[config.mk]
export PLATFORM = sky130hd
export DESIGN_NAME = dns_question_name_encoder_unit
export DESIGN_NICKNAME = d
export VERILOG_FILES = /design/src/rtl/core/dnsq_pkg.sv /design/src/rtl/core/dnsq_cell.sv /design/src/rtl/core/dns_question_name_encoder_unit.sv
export SDC_FILE = /design/constraint.sdc
export NUM_CORES = 1
export LEC_CHECK = 0
export ABC_AREA = 1
export BUFFER_PORTS_ARGS = -buffer_cell sky130_fd_sc_hd__buf_2
export CORE_MARGIN = 5
export CORE_UTILIZATION = 40
export DETAILED_ROUTE_END_ITERATION = 16
export GPL_TIMING_DRIVEN = 0
export MAX_ROUTING_LAYER = met4
export RECOVER_POWER = 50
export SLEW_MARGIN = 40
export SYNTH_ARGS = -nofsm -noshare
export SYNTH_HDL_FRONTEND = slang
export SYNTH_SLANG_ARGS = --single-unit
[constraint.sdc]
create_clock -name clk -period 2.4 [get_ports clk]
set_clock_uncertainty 0.05 [all_clocks]
set_input_delay 0.48 -clock clk [delete_from_list [all_inputs] [get_ports clk]]
set_output_delay 0.48 -clock clk [all_outputs]
set_load 0.1 [all_outputs]
[src/rtl/core/dnsq_pkg.sv]
// Shared types and constants for the DNS question name encoder.
package dnsq_pkg;

  // Character that separates labels in the dotted name
  localparam logic [7:0] DOT_CHAR = 8'h2E;

  // Root terminator byte written after the last label
  localparam logic [7:0] ROOT_BYTE = 8'h00;

  // Configuration register indexes, selected by paddr[2]
  localparam logic REG_TYPE  = 1'b0;
  localparam logic REG_CLASS = 1'b1;

  // Trailer byte positions
  localparam logic [2:0] TRAIL_ROOT     = 3'd0;
  localparam logic [2:0] TRAIL_TYPE_HI  = 3'd1;
  localparam logic [2:0] TRAIL_TYPE_LO  = 3'd2;
  localparam logic [2:0] TRAIL_CLASS_HI = 3'd3;
  localparam logic [2:0] TRAIL_CLASS_LO = 3'd4;

  // One character of the dotted name
  typedef struct packed {
    logic [7:0] name_char;
    logic       name_end;
  } name_item_t;

  // One byte of the encoded question
  typedef struct packed {
    logic [7:0] wire_byte;
    logic       last_byte;
    logic       label_overflow;
  } wire_item_t;

endpackage

[src/rtl/core/dnsq_cell.sv]
// One byte cell of the label chain: loads a character or takes its neighbor's byte.
module dnsq_cell (
  input  logic       clk,
  input  logic       load,
  input  logic [7:0] load_byte,
  input  logic       shift,
  input  logic [7:0] next_byte,
  output logic [7:0] held_byte
);

  // Hold, load a new character, or advance toward the head of the chain
  always_ff @(posedge clk) begin
    priority if (load) begin
      held_byte <= load_byte;
    end else if (shift) begin
      held_byte <= next_byte;
    end
  end

endmodule

[src/rtl/core/dns_question_name_encoder_unit.sv]
// Top level of the DNS question name encoder: control, configuration and label chain.
//
// Takes a dotted domain name one character per transfer and produces the DNS
// question in wire format one byte per transfer. A plain character produces
// nothing; it is written into the next free cell of a row of MAX_LABEL byte
// cells. A dot with bytes pending is followed by the length and the label,
// produced while the row shifts toward its head; a dot with nothing pending
// produces nothing. The end transfer flushes the pending label the same way
// and then produces five more bytes: the root zero, the type and the class,
// big-endian, with last_byte set on the final class byte. Output is one byte
// per cycle while the output side does not stall, through a single output
// register, so a name of L characters (dots included, no empty labels)
// produces L + 6 bytes; the input side is held off while bytes are being
// produced.
// Characters beyond MAX_LABEL in one label are dropped and label_overflow is
// set on every byte produced until the end of that name has been answered.
// Registers: type at byte address 0, class at 4, both reset to 1.
module dns_question_name_encoder_unit #(
  parameter int MAX_LABEL = 32
) (
  input  logic                 clk,
  input  logic                 rst,
  // name character channel
  input  logic                 name_valid,
  output logic                 name_ready,
  input  dnsq_pkg::name_item_t name_item,
  // encoded byte channel
  output logic                 wire_valid,
  input  logic                 wire_ready,
  output dnsq_pkg::wire_item_t wire_item,
  // configuration port
  input  logic                 psel,
  input  logic                 penable,
  input  logic                 pwrite,
  input  logic [2:0]           paddr,
  input  logic [31:0]          pwdata,
  output logic [31:0]          prdata,
  output logic                 pready
);

  localparam int CW = $clog2(MAX_LABEL + 1);

  typedef enum logic [3:0] {
    S_IDLE  = 4'b0001,
    S_LEN   = 4'b0010,
    S_BODY  = 4'b0100,
    S_TRAIL = 4'b1000
  } state_t;

  state_t                 state, state_next;
  logic [CW-1:0]          label_count, label_count_next;
  logic                   overflow_seen, overflow_seen_next;
  logic                   end_pending, end_pending_next;
  logic [2:0]             trail_idx, trail_idx_next;
  logic [15:0]            question_type, question_class;
  logic                   cfg_write;
  logic                   name_fire;
  logic                   slot_free;
  logic                   emit;
  dnsq_pkg::wire_item_t   emit_item;
  logic                   store;
  logic                   shift;
  logic [7:0]             cell_byte [MAX_LABEL];

  // Configuration port
  assign pready    = 1'b1;
  assign cfg_write = psel && penable && pwrite;

  always_ff @(posedge clk) begin
    if (rst) begin
      question_type  <= 16'd1;
      question_class <= 16'd1;
    end else if (cfg_write) begin
      unique case (paddr[2])
        dnsq_pkg::REG_TYPE:  question_type  <= pwdata[15:0];
        dnsq_pkg::REG_CLASS: question_class <= pwdata[15:0];
        default:             question_type  <= question_type;
      endcase
    end
  end

  always_comb begin
    unique case (paddr[2])
      dnsq_pkg::REG_TYPE:  prdata = {16'd0, question_type};
      dnsq_pkg::REG_CLASS: prdata = {16'd0, question_class};
      default:             prdata = 32'd0;
    endcase
  end

  // Handshake helpers
  assign name_ready = (state == S_IDLE);
  assign name_fire  = name_valid && name_ready;
  assign slot_free  = !wire_valid || wire_ready;

  // Label chain: write at the fill position, shift toward cell 0 while draining
  for (genvar i = 0; i < MAX_LABEL; i++) begin : g_cell
    logic [7:0] nbr_byte;
    if (i == MAX_LABEL - 1) begin : g_tail
      assign nbr_byte = 8'h00;
    end else begin : g_link
      assign nbr_byte = cell_byte[i+1];
    end
    dnsq_cell u_cell (
      .clk       (clk),
      .load      (store && (label_count == CW'(i))),
      .load_byte (name_item.name_char),
      .shift     (shift),
      .next_byte (nbr_byte),
      .held_byte (cell_byte[i])
    );
  end

  // Sequencer: choose the next byte and advance the state
  always_comb begin
    state_next         = state;
    label_count_next   = label_count;
    overflow_seen_next = overflow_seen;
    end_pending_next   = end_pending;
    trail_idx_next     = trail_idx;
    emit               = 1'b0;
    emit_item          = '{wire_byte: 8'h00, last_byte: 1'b0, label_overflow: overflow_seen};
    store              = 1'b0;
    shift              = 1'b0;
    unique case (state)
      S_IDLE: begin
        if (name_fire) begin
          if (name_item.name_end) begin
            end_pending_next = 1'b1;
            trail_idx_next   = dnsq_pkg::TRAIL_ROOT;
            state_next       = (label_count != '0) ? S_LEN : S_TRAIL;
          end else if (name_item.name_char == dnsq_pkg::DOT_CHAR) begin
            end_pending_next = 1'b0;
            if (label_count != '0) begin
              state_next = S_LEN;
            end
          end else if (label_count < CW'(MAX_LABEL)) begin
            store            = 1'b1;
            label_count_next = label_count + CW'(1);
          end else begin
            overflow_seen_next = 1'b1;
          end
        end
      end
      S_LEN: begin
        emit_item.wire_byte = 8'(label_count);
        if (slot_free) begin
          emit       = 1'b1;
          state_next = S_BODY;
        end
      end
      S_BODY: begin
        emit_item.wire_byte = cell_byte[0];
        if (slot_free) begin
          emit             = 1'b1;
          shift            = 1'b1;
          label_count_next = label_count - CW'(1);
          if (label_count == CW'(1)) begin
            trail_idx_next = dnsq_pkg::TRAIL_ROOT;
            state_next     = end_pending ? S_TRAIL : S_IDLE;
          end
        end
      end
      S_TRAIL: begin
        unique case (trail_idx)
          dnsq_pkg::TRAIL_ROOT:     emit_item.wire_byte = dnsq_pkg::ROOT_BYTE;
          dnsq_pkg::TRAIL_TYPE_HI:  emit_item.wire_byte = question_type[15:8];
          dnsq_pkg::TRAIL_TYPE_LO:  emit_item.wire_byte = question_type[7:0];
          dnsq_pkg::TRAIL_CLASS_HI: emit_item.wire_byte = question_class[15:8];
          dnsq_pkg::TRAIL_CLASS_LO: emit_item.wire_byte = question_class[7:0];
          default:                  emit_item.wire_byte = dnsq_pkg::ROOT_BYTE;
        endcase
        emit_item.last_byte = (trail_idx == dnsq_pkg::TRAIL_CLASS_LO);
        if (slot_free) begin
          emit           = 1'b1;
          trail_idx_next = trail_idx + 3'd1;
          if (trail_idx == dnsq_pkg::TRAIL_CLASS_LO) begin
            overflow_seen_next = 1'b0;
            end_pending_next   = 1'b0;
            state_next         = S_IDLE;
          end
        end
      end
      default: begin
        state_next = S_IDLE;
      end
    endcase
  end

  // Control registers
  always_ff @(posedge clk) begin
    if (rst) begin
      state         <= S_IDLE;
      label_count   <= '0;
      overflow_seen <= 1'b0;
      end_pending   <= 1'b0;
      trail_idx     <= dnsq_pkg::TRAIL_ROOT;
    end else begin
      state         <= state_next;
      label_count   <= label_count_next;
      overflow_seen <= overflow_seen_next;
      end_pending   <= end_pending_next;
      trail_idx     <= trail_idx_next;
    end
  end

  // Output register: load a new byte when the slot is empty or being drained
  always_ff @(posedge clk) begin
    if (rst) begin
      wire_valid <= 1'b0;
    end else if (slot_free) begin
      wire_valid <= emit;
    end
  end

  always_ff @(posedge clk) begin
    if (emit) begin
      wire_item <= emit_item;
    end
  end

  // Checks on the sequencer
  a_count_range: assert property (@(posedge clk) disable iff (rst)
    label_count <= CW'(MAX_LABEL))
    else $error("label count beyond MAX_LABEL");

  a_body_nonempty: assert property (@(posedge clk) disable iff (rst)
    (state == S_BODY) |-> (label_count != '0))
    else $error("draining an empty label");

  a_last_clears: assert property (@(posedge clk) disable iff (rst)
    (emit && emit_item.last_byte) |=> (!overflow_seen && state == S_IDLE))
    else $error("name end did not clear overflow or return to idle");

  a_trail_range: assert property (@(posedge clk) disable iff (rst)
    (state == S_TRAIL) |-> (trail_idx <= dnsq_pkg::TRAIL_CLASS_LO))
    else $error("trailer index out of range");

endmodule
# --- Word-level counts from Yosys, hierarchy flattened ---
# Index checks and enable logic that the tools add are counted.
# W data, S select, Z words.
classes:
  n_addsub: 3
  n_lt_le_gt_ge: 1
  n_eq_ne: 53
  muxes: 110
  bitwise: 1
  n_reduce_logical: 82
op_table:
  columns: ["op", "count"]
  rows:
  - ["$mux W8", 64]
  - ["$eq A6 B5 Y1 const B", 16]
  - ["$reduce_bool A2 Y1", 34]
  - ["$pmux W32 S2", 1]
  - ["$eq A6 B4 Y1 const B", 8]
  - ["$mux W4", 11]
  - ["$logic_and A1 B1 Y1", 35]
  - ["$pmux W8 S4", 1]
  - ["$mux W6", 5]
  - ["$eq A6 B3 Y1 const B", 4]
  - ["$pmux W8 S3", 1]
  - ["$mux W1", 17]
  - ["$ne A2 B2 Y1 const B", 8]
  - ["$pmux W4 S4", 1]
  - ["$mux W3", 5]
  - ["$eq A6 B2 Y1 const B", 2]
  - ["$pmux W6 S2", 1]
  - ["$reduce_and A6 Y1", 2]
  - ["$pmux W3 S3", 1]
  - ["$eq A8 B6 Y1 const B", 1]
  - ["$reduce_and A8 Y1", 1]
  - ["$reduce_and A7 Y1", 1]
  - ["$add A6 B1 Y6 const B", 1]
  - ["$eq A3 B2 Y1 const B", 2]
  - ["22 further kinds", 27]
totals:
  register_bits: 314
  inputBits: 51
  output_inout_bits: 45

# --- Logic depth before layout (Yosys ltp) ---
# Gate-level depths: netlist of run 1.
depth:
  depth_word: 8
  depth_mapped: 11
  ltp_nobuf: 10

# --- By module ---
# From an unflattened synthesis of run 1, not the netlist that was laid out.
unflattened:
  hier_cells: 1673
  hier_area_um2: 14835.5
by_module_without_submodules:
  columns: ["mod", "n_inst", "cells_per_inst", "area_per_inst_um2"]
  rows:
  - ["dnsq_cell", 32, 35, 351.6]
  - ["dns_question_name_encoder_unit", 1, 553, 3584.7]

# --- Worst setup path after synthesis of run 1 ---
# No wires, ideal clock.
synth_path:
  path_kind: "input-to-output"
  start: "in paddr[2]"
  end: "out prdata[10]"
  t_arrival_ps: 2836
  required_time_ps: 1870
  setup_slack_ps: -966
  stages: 3
  path_buffers: 1
  path_cell_list: "inv_1 -> clkbuf_1 -> o21ai_0"
synth_between:
  elab_chain_cells: 2
synth_lines:
  columns: ["element", "line", "rtl"]
  rows:
  - ["start, declared", "dns_question_name_encoder_unit.sv:35", "input logic [2:0] paddr,"]
  - ["$not A1 Y1 (no source line)", null, null]
  - ["$pmux W32 S2 *", "dns_question_name_encoder_unit.sv:83", "unique case (paddr[2])"]
  - ["end, declared", "dns_question_name_encoder_unit.sv:37", "output logic [31:0] prdata,"]
# Every way passes the cells marked *; elsewhere a longest branch is shown, timed or not. The select of a mux whose other input is x is not followed.

# --- Worst setup path after layout of run 1 ---
layout_path:
  start: "in paddr[2]"
  end: "out prdata[11]"
# The elaborated chain is that of the path after synthesis.

==> results of run 1 <==
==> power by group through the flow <==
| stage | sequential, mW | combinational, mW | clock (mW) |
|---|---|---|---|
| after floorplan | 6.92 | 1.88 | 0 |
| after global placement | 6.73 | 2.70 | 0 |
| after detailed placement | 6.74 | 2.72 | 0 |
| after CTS | 6.62 | 2.76 | 5.03 |
| after global routing | 6.67 | 3.13 | 5.27 |
| final | 6.63 | 2.83 | 4.96 |
==> sequential cells by signal, summed over array words and instances (netlist names) <==
name / cells
question_class: 16
end_pending: 1
wire_valid: 1
label_count: 6
overflow_seen: 1
trail_idx: 3
question_type: 16
state: 4
g_cell.u_cell.held_byte: 256
wire_item: 10
==> synthesized netlist by cell type (21+ instances only) <==
cell        n
a21oi_1    27
buf_2      31
clkbuf_1   46
dfxtp_1    48
edfxtp_1  266
inv_1      74
nand2_1   403
nand2_2    21
nand3_1    31
nor2_1    122
o21ai_0    78
o21ai_1   241
==> routing by layer <==
| layer | share of wire (%) | routed length, um |
|---|---|---|
| met5 | 0 | 0 |
| met1 | 44 | 15270 |
| met4 | 3.4 | 1170 |
| met3 | 7.1 | 2439 |
| met2 | 45 | 15490 |
==> final cells by class <==
| class | instances | area (um2) |
|---|---|---|
| fill | 3227 | 18280 |
| sequential | 314 | 8950 |
| multi-input combinational | 979 | 4637 |
| clock buffer | 43 | 894.6 |
| tap | 455 | 569.3 |
| buffer | 95 | 498.0 |
| timing repair buffer | 63 | 352.8 |
| inverter | 75 | 285.3 |
| clock inverter | 18 | 157.7 |
==> through the flow <==
stage	cells	TNS [ns]	setup WS (ns)	hold slack [ns]
after CTS	2041	-0.1549	-0.01472	0.1409
after detailed placement	1981	-228.37	-0.7049	0.3798
after global placement	1981	-213.40	-0.6567	0.3819
final	2042	0	0.1104	0.1568
after floorplan	1466	-2.857	-0.2315	0.3590
after global routing	2042	-0.03455	-0.005741	0.1504
==> final timing paths <==
kind / startpoint / to / slack [ns] / cells past startpoint
worst min register to register: overflow_seen$_SDFFE_PP0P_ / wire_item[0]$_DFFE_PP_ / 0.40 / 0
worst max-delay path: paddr[2] / prdata[11] / 0.11 / 6
worst min-delay path: pwdata[13] / question_class[13]$_SDFFE_PP0P_ / 0.16 / 3
worst max register to register: label_count[3]$_SDFFE_PP0P_ / g_cell[24].u_cell.held_byte[1]$_DFFE_PP_ / 0.13 / 8
==> logic make-up (layout without fill, tap and decap cells) <==
logic type | after synthesis | in the layout | share of synthesized area [%]
and+or+nand+nor | 597 | 597 | 17.32
AOI/OAI and AO/OA | 353 | 353 | 12.67
DFF | 314 | 314 | 63.48
buffers and inverters | 173 | 294 | 5.467
adders and majority gates | 10 | 10 | 0.8875
other | 2 | 17 | 0.05327
xor gates and xnor gates | 2 | 2 | 0.1243
==> worst min-delay path, cell delays in order <==
cell	delay (ns)
buf_2	0.09
nor2_1	0.04
nor2_1	0.08
==> repair_timing <==
action                                  4_1_cts  5_1_grt
resized for setup                            44       41
setup buffers                                 0        3
hold endpoints to repair                      0        0
pin swaps                                     0        2
endpoints found under the setup margin      233      296
==> results.json, run 1 <==
{
  "status": "completed",
  "path_max_fanout": 10,
  "clock_tree.htree_level_count": 2,
  "wl_um": 34360,
  "final_cell_mix": "nand2_1 (372), edfxtp_1 (266), o21ai_1 (232), nor2_1 (119), o21ai_0 (85)",
  "power_mw": 14.42,
  "clockBufferDepth": 3,
  "final-hold-violation-count": 0,
  "die_area_um2": 39100,
  "postCtsHoldBufs": 0,
  "p_int_mw": 9.940,
  "synth_area_leaders": "edfxtp_1 (57%), nand2_1 (11%), o21ai_1 (8.6%)",
  "io_pins": 96,
  "io_buffer_count": 60,
  "start_util_pct": 40.71,
  "drive_gt1_share_pct": 15.12,
  "p_comb_share_pct": 19.6,
  "firstDrtPassIters": 7,
  "clk_pin_slew_ns": 0.06,
  "placeableCoreArea_um2": 34630,
  "seq_power_share_pct": 46.0,
  "cts-buffers-inserted": 34,
  "crit_top_cell": "clkbuf_1",
  "met2_usage_pct": 27.47,
  "grt_max_degree": 15,
  "drtIter0Drc": 731,
  "async_flop_share_pct": 0,
  "crit_required_ns": 1.87,
  "antenna_found_initial": 0,
  "cp-start-kind": "input pin",
  "clk_latency_ns": 0.53,
  "synth_top_area_cell": "edfxtp_1",
  "area_delta_synth_final_pct": 15.94,
  "drv_cap": 0,
  "hp-class": "input pin to register",
  "crit_arrival_ns": 1.76,
  "synth-main-ff-cell": "edfxtp_1",
  "report.final.slew_viol_count": 0,
  "synth_enable_flop_cells": 266,
  "root_buffer": "clkbuf_16",
  "synth_area_per_cell_um2": 9.716,
  "p_sw_share_pct": 31.07,
  "grt_first_pass_wirelength_um": 53240,
  "synth_cell_types": 31,
  "num_antenna_cells": 0,
  "timing.final.crit_share_pct": 95.40,
  "grt_util_all_layers_pct": 17.70,
  "cts_sinks": 314,
  "die_w_um": 197.7,
  "synth_area_um2": 14100,
  "design_area_um2": 16340,
  "ant_nets": 0,
  "max_freq_ghz": 0.4368,
  "grt_pass1_vias": 9926,
  "clkPwrFrac_pct": 34.4,
  "grt_use_met3_pct": 2.927,
  "powerDensity_nw_per_um2": 882.3,
  "fin_nets": 1623,
  "finalCriticalPeriod_ns": 2.290,
  "cts_tree": "built",
  "place_area_um2": 15030,
  "criticalPathCategory": "input pin to output port",
  "grt_use_met1_pct": 23.76,
  "ys_ff_latch": 314,
  "setup_viol_count_final": 0,
  "p_leak_nw": 6.654,
  "slowest_delay_ns": 0.39,
  "die_y_um": 197.7,
  "max-vdd-ir-drop_v": 0.0008003,
  "layout_commonest_cell": "nand2_1",
  "cp-end-kind": "output port",
  "synth_top_area_share_pct": 56.66,
  "crit_chain": "clkbuf_1, inv_1, clkbuf_1, nand2_1, o21ai_1, clkbuf_4",
  "gp_congestion": 0.8741,
  "path_buf_inv": 4,
  "via_count": 10520,
  "yosysWarnings": 0,
  "final_core_utilization_pct": 47.20,
  "grt-busiest-layer": "met2",
  "drt-wirelength-per-cell_um": 16.83,
  "critical-path-top-delay-family": "buffers and inverters",
  "drc": 0,
  "tightestPinTransition_ns": 0.9126,
  "ys_seq_area_share_pct": 63.48,
  "grt.overflow.total": 0,
  "slew_headroom_pct": 39.16,
  "row_count": 68,
  "vias_per_cell": 5.153,
  "synthCells": 1451,
  "dpl.hpwl_um": 24080,
  "slowest_stage": "clkbuf_4",
  "switchingPower_mw": 4.481
}
No activity file was read; power rests on OpenSTA's default activity.
==> run 2, diff against run 1 <==
- CORE_MARGIN: 5 -> 4
- CORE_UTILIZATION: 40 -> 50
- CTS_BUF_LIST: unset -> sky130_fd_sc_hd__clkbuf_4 sky130_fd_sc_hd__clkbuf_8
- PLACE_DENSITY: unset -> 0.68
==> results.json, run 2 (same netlist as run 1, synthesis figures left out) <==
{
  "start_util_pct": 50.74,
  "ant_nets": 0,
  "drtIter0Drc": 955,
  "final-hold-violation-count": 0,
  "final_core_utilization_pct": 58.51,
  "clock_tree.htree_level_count": 2,
  "cts-buffers-inserted": 50,
  "cts_tree": "built",
  "drv_cap": 0,
  "powerDensity_nw_per_um2": 882.9,
  "max-vdd-ir-drop_v": 0.0004504,
  "area_delta_synth_final_pct": 15.30,
  "dpl.hpwl_um": 23150,
  "cp-startpoint": "label_count[4]$_SDFFE_PP0P_",
  "row_count": 61,
  "antenna_found_initial": 1,
  "vias_per_cell": 5.325,
  "cts_sinks": 314,
  "die_y_um": 175.9,
  "top_regs": "g_cell.u_cell.held_byte (256), question_class (16), question_type (16)",
  "cp-start-kind": "register",
  "criticalPathCategory": "register to register",
  "p_leak_nw": 6.713,
  "root_buffer": "clkbuf_8",
  "clk_pin_slew_ns": 0.07,
  "final_cell_mix": "nand2_1 (371), edfxtp_1 (266), o21ai_1 (254), nor2_1 (118)",
  "wl_um": 33700,
  "crit_required_ns": 2.62,
  "max_freq_ghz": 0.4379,
  "crit_chain": "clkbuf_1, nand2_1, buf_2, nor2_1, nand2_4, buf_2, nand2_2",
  "setup.worst_path.end": "g_cell[23].u_cell.held_byte[7]$_DFFE_PP_",
  "gp_congestion": 0.9416,
  "via_count": 10640,
  "slowest_stage": "clkbuf_1",
  "setup_viol_count_final": 0,
  "crit_top_cell": "buf_2",
  "slew_headroom_pct": 45.57,
  "clk_latency_ns": 0.59,
  "largest_reg_flops": 256,
  "io_buffer_count": 60,
  "grt_max_degree": 18,
  "timing.final.crit_share_pct": 95.16,
  "ff2ff_path_depth": 7,
  "layout_commonest_cell": "nand2_1",
  "hp-class": "input pin to register",
  "firstDrtPassIters": 5,
  "slowest_delay_ns": 0.32,
  "placeableCoreArea_um2": 27780,
  "drive_gt1_share_pct": 17.04,
  "r2r_setup_slack_ns": 0.12,
  "path_max_fanout": 10,
  "finalCriticalPeriod_ns": 2.284,
  "grt_first_pass_wirelength_um": 53580,
  "fillers": 2413,
  "whs_ns": 0.08478,
  "grt_pass1_vias": 10130,
  "fin_nets": 1639,
  "grt_util_all_layers_pct": 22.52,
  "grt.overflow.total": 0,
  "status": "completed",
  "die_area_um2": 30940,
  "postCtsHoldBufs": 0,
  "drc": 0,
  "largest-register": "g_cell.u_cell.held_byte",
  "clockBufferDepth": 3,
  "drt-wirelength-per-cell_um": 16.86,
  "design_area_um2": 16250,
  "r2r_start": "label_count[4]$_SDFFE_PP0P_",
  "tightestPinTransition_ns": 0.8165,
  "place_area_um2": 14940,
  "report.final.slew_viol_count": 0,
  "crit_arrival_ns": 2.51,
  "cp-end-kind": "register",
  "die_w_um": 175.9,
  "io_pins": 96,
  "r2r_end": "g_cell[23].u_cell.held_byte[7]$_DFFE_PP_"
}
[run 2: area by class of cell]
class	count	area, um2	share of cell area [%]
Antenna cell	1	2.502	0.01540
Buffer	94	498.0	3.064
Clock buffer	70	863.3	5.311
Clock inverter	24	219.0	1.347
Inverter	75	281.5	1.732
Multi-Input combinational cell	979	4642	28.56
Sequential cell	314	8951	55.07
Tap cell	378	473.0	2.910
Timing Repair Buffer	64	324.1	1.994
[run 2: what timing repair did]
action,in CTS,in global routing
setup endpoints to repair,209,323
resized for setup,25,62
setup buffers,0,3
gates cloned,0,1
pin swaps,0,2
[run 2: how the worst min path moves through the flow]
stage,startpoint,endpoint,depth (start not counted),slack [ns]
6_report,pwdata[0],question_class[0]$_SDFFE_PP1P_,3,0.08
5_1_grt,pwdata[14],question_class[14]$_SDFFE_PP0P_,3,0.08
2_1_floorplan,overflow_seen$_SDFFE_PP0P_,wire_item[0]$_DFFE_PP_,0,0.36
3_3_place_gp,overflow_seen$_SDFFE_PP0P_,wire_item[0]$_DFFE_PP_,0,0.38
3_5_place_dp,overflow_seen$_SDFFE_PP0P_,wire_item[0]$_DFFE_PP_,0,0.38
4_1_cts,pwdata[13],question_class[13]$_SDFFE_PP0P_,3,0.06
[run 2: critical path, delay by kind of cell (launching register included)]
kind,cells,cell delay (ns)
and+or+nand+nor,4,0.86
DFF,1,0.30
buffers and inverters,3,0.79
[run 2: through the flow]
step                setup TNS, ns  cells  setup slack [ns]  total power, mW
detailed placement        -225.04   1904           -0.6645            9.443
global route             -0.09139   1999          -0.03203            15.03
CTS                        -1.314   1997          -0.03906            14.32
finish                          0   1999            0.1163            14.35
floorplan                  -2.857   1466           -0.2315            8.804
global placement          -196.88   1904           -0.6111            9.385
[run 2: per-layer routing]
layer	track usage, %	vias up	share of wire, %
met5	-	-	0
met4	7.960	0	3.2
met3	3.745	82	7.4
met2	35.51	382	47
met1	29.88	4995	42
li1	-	5185	-
[run 2: power breakdown]
part	switching (mW)	internal, mW
Sequential	0.189	6.45
Clock	2.10	2.77
Combinational	2.13	0.705
Total	4.43	9.92
==> run 3, diff against run 2 <==
- CTS_BUF_LIST: sky130_fd_sc_hd__clkbuf_4 sky130_fd_sc_hd__clkbuf_8 -> sky130_fd_sc_hd__clkbuf_16
- clock period: 2.4 -> 2.85 ns (I/O delays scaled with it)
==> results.json, run 3 (same netlist as run 1, synthesis figures left out) <==
{
  "status": "completed",
  "switchingPower_mw": 3.604,
  "dp_slack_ns": -0.3302,
  "slowest_stage": "buf_2",
  "dp.cells": 1904,
  "criticalPathCategory": "input pin to output port",
  "design_area_um2": 15810,
  "die_w_um": 175.9,
  "clockBufferDepth": 3,
  "slew_headroom_pct": 22.57,
  "clk_pin_slew_ns": 0.06,
  "antenna_found_initial": 0,
  "drv_cap": 0,
  "cp-start-kind": "input pin",
  "drtIter0Drc": 993,
  "ant_nets": 0,
  "drc": 0,
  "row_count": 61,
  "powerDensity_nw_per_um2": 741.3,
  "io_pins": 96,
  "root_buffer": "clkbuf_16",
  "clk_latency_ns": 0.57,
  "postCtsHoldBufs": 0,
  "clock_tree.htree_level_count": 1,
  "timing.final.crit_share_pct": 95.33,
  "start_util_pct": 50.74,
  "drive_gt1_share_pct": 9.918,
  "tightestPinTransition_ns": 1.166,
  "dpl.hpwl_um": 23260,
  "p_int_mw": 8.118,
  "io_buffer_count": 60,
  "post_cts_resized": 0,
  "grt.overflow.total": 0,
  "cts_tree": "built",
  "grt_pass1_vias": 9789,
  "largest_reg_flops": 256,
  "whs_ns": 0.1759,
  "firstDrtPassIters": 5,
  "finalCriticalPeriod_ns": 2.717,
  "final_cell_mix": "nand2_1 (418), edfxtp_1 (266), o21ai_0 (218), nor2_1 (120), o21ai_1 (101)",
  "grt_max_degree": 17,
  "max_freq_ghz": 0.3681,
  "area_delta_synth_final_pct": 12.16,
  "clkPwrFrac_pct": 33.3,
  "setup_viol_count_final": 0,
  "critical-path-top-delay-family": "buffers and inverters",
  "report.final.slew_viol_count": 0,
  "die_area_um2": 30940,
  "fin_nets": 1620,
  "final-hold-violation-count": 0,
  "seq_power_share_pct": 47.6,
  "power_mw": 11.72,
  "p_comb_share_pct": 19.1,
  "place_area_um2": 14930,
  "cp-end-kind": "output port",
  "grt_util_all_layers_pct": 21.89,
  "crit_arrival_ns": 2.10,
  "largest-register": "g_cell.u_cell.held_byte",
  "setup_ws_ns": 0.1330,
  "p_sw_share_pct": 30.75,
  "crit_required_ns": 2.23,
  "layout_commonest_cell": "nand2_1",
  "num_antenna_cells": 0,
  "path_buf_inv": 4,
  "grt_first_pass_wirelength_um": 52150,
  "cts_sinks": 314,
  "post_cts_buffers": 0,
  "wl_um": 33410,
  "path_max_fanout": 10,
  "max-vdd-ir-drop_v": 0.0005222,
  "via_count": 10520,
  "top_regs": "g_cell.u_cell.held_byte (256), question_class (16), question_type (16)",
  "crit_chain": "clkbuf_1, clkbuf_1, clkbuf_2, nand2_1, o21ai_1, buf_2",
  "placeableCoreArea_um2": 27780,
  "crit_top_cell": "clkbuf_1",
  "cts-buffers-inserted": 31,
  "slowest_delay_ns": 0.45,
  "die_y_um": 175.9,
  "rsz0062_at_grt": "no",
  "p_leak_nw": 6.468,
  "hp-class": "input pin to register",
  "gp_congestion": 0.9304,
  "finalNonFillerCells": 1961,
  "vias_per_cell": 5.366,
  "drt-wirelength-per-cell_um": 17.04
}
-- run 3: path summary, 6_finish.rpt --
check	startpoint	to	slack, ns	cells after the start
worst max register to register	state[0]$_SDFFE_PP1P_	g_cell[29].u_cell.held_byte[3]$_DFFE_PP_	0.22	10
worst min-delay path	pwdata[14]	question_class[14]$_SDFFE_PP0P_	0.18	3
worst min register to register	overflow_seen$_SDFFE_PP0P_	wire_item[0]$_DFFE_PP_	0.40	0
worst max-delay path	paddr[2]	prdata[0]	0.13	6
-- run 3: cell type report --
class                      instances  area (um2)
multi-input combinational        979        4372
timing repair buffer              60       285.3
buffer                            98       479.2
sequential                       314        8949
inverter                          75       281.5
fill                            2494       11970
clock inverter                    24       146.4
tap                              378       473.0
clock buffer                      33       825.8
-- run 3: power groups by stage --
| stage | clock (mW) | sequential (mW) | combinational [mW] |
|---|---|---|---|
| after floorplan | 0 | 5.83 | 1.58 |
| after global placement | 0 | 5.67 | 2.24 |
| after detailed placement | 0 | 5.68 | 2.27 |
| after CTS | 3.94 | 5.58 | 2.28 |
| after global routing | 4.12 | 5.61 | 2.47 |
| final | 3.90 | 5.58 | 2.24 |
-- run 3: stage by stage --
stage | setup TNS [ns] | utilization [%]
floorplan | -4.177 | -
global placement | -44.43 | 53.74
detailed placement | -53.54 | 53.74
CTS | 0 | 57.24
global route | 0 | 56.91
finish | 0 | 56.91
-- run 3: per-layer routing --
layer,part of all wire (%),GRT usage [%],up-vias,wire (um)
li1,-,-,5118,-
met1,43,29.47,4956,14390
met2,47,35.16,391,15810
met3,7.5,3.788,58,2504
met4,2.1,5.263,0,713
met5,0,-,-,0
-- run 3: worst min-delay path, cell delays in order --
cell,delay (ns)
buf_2,0.08
nor2_1,0.04
nor2_1,0.08
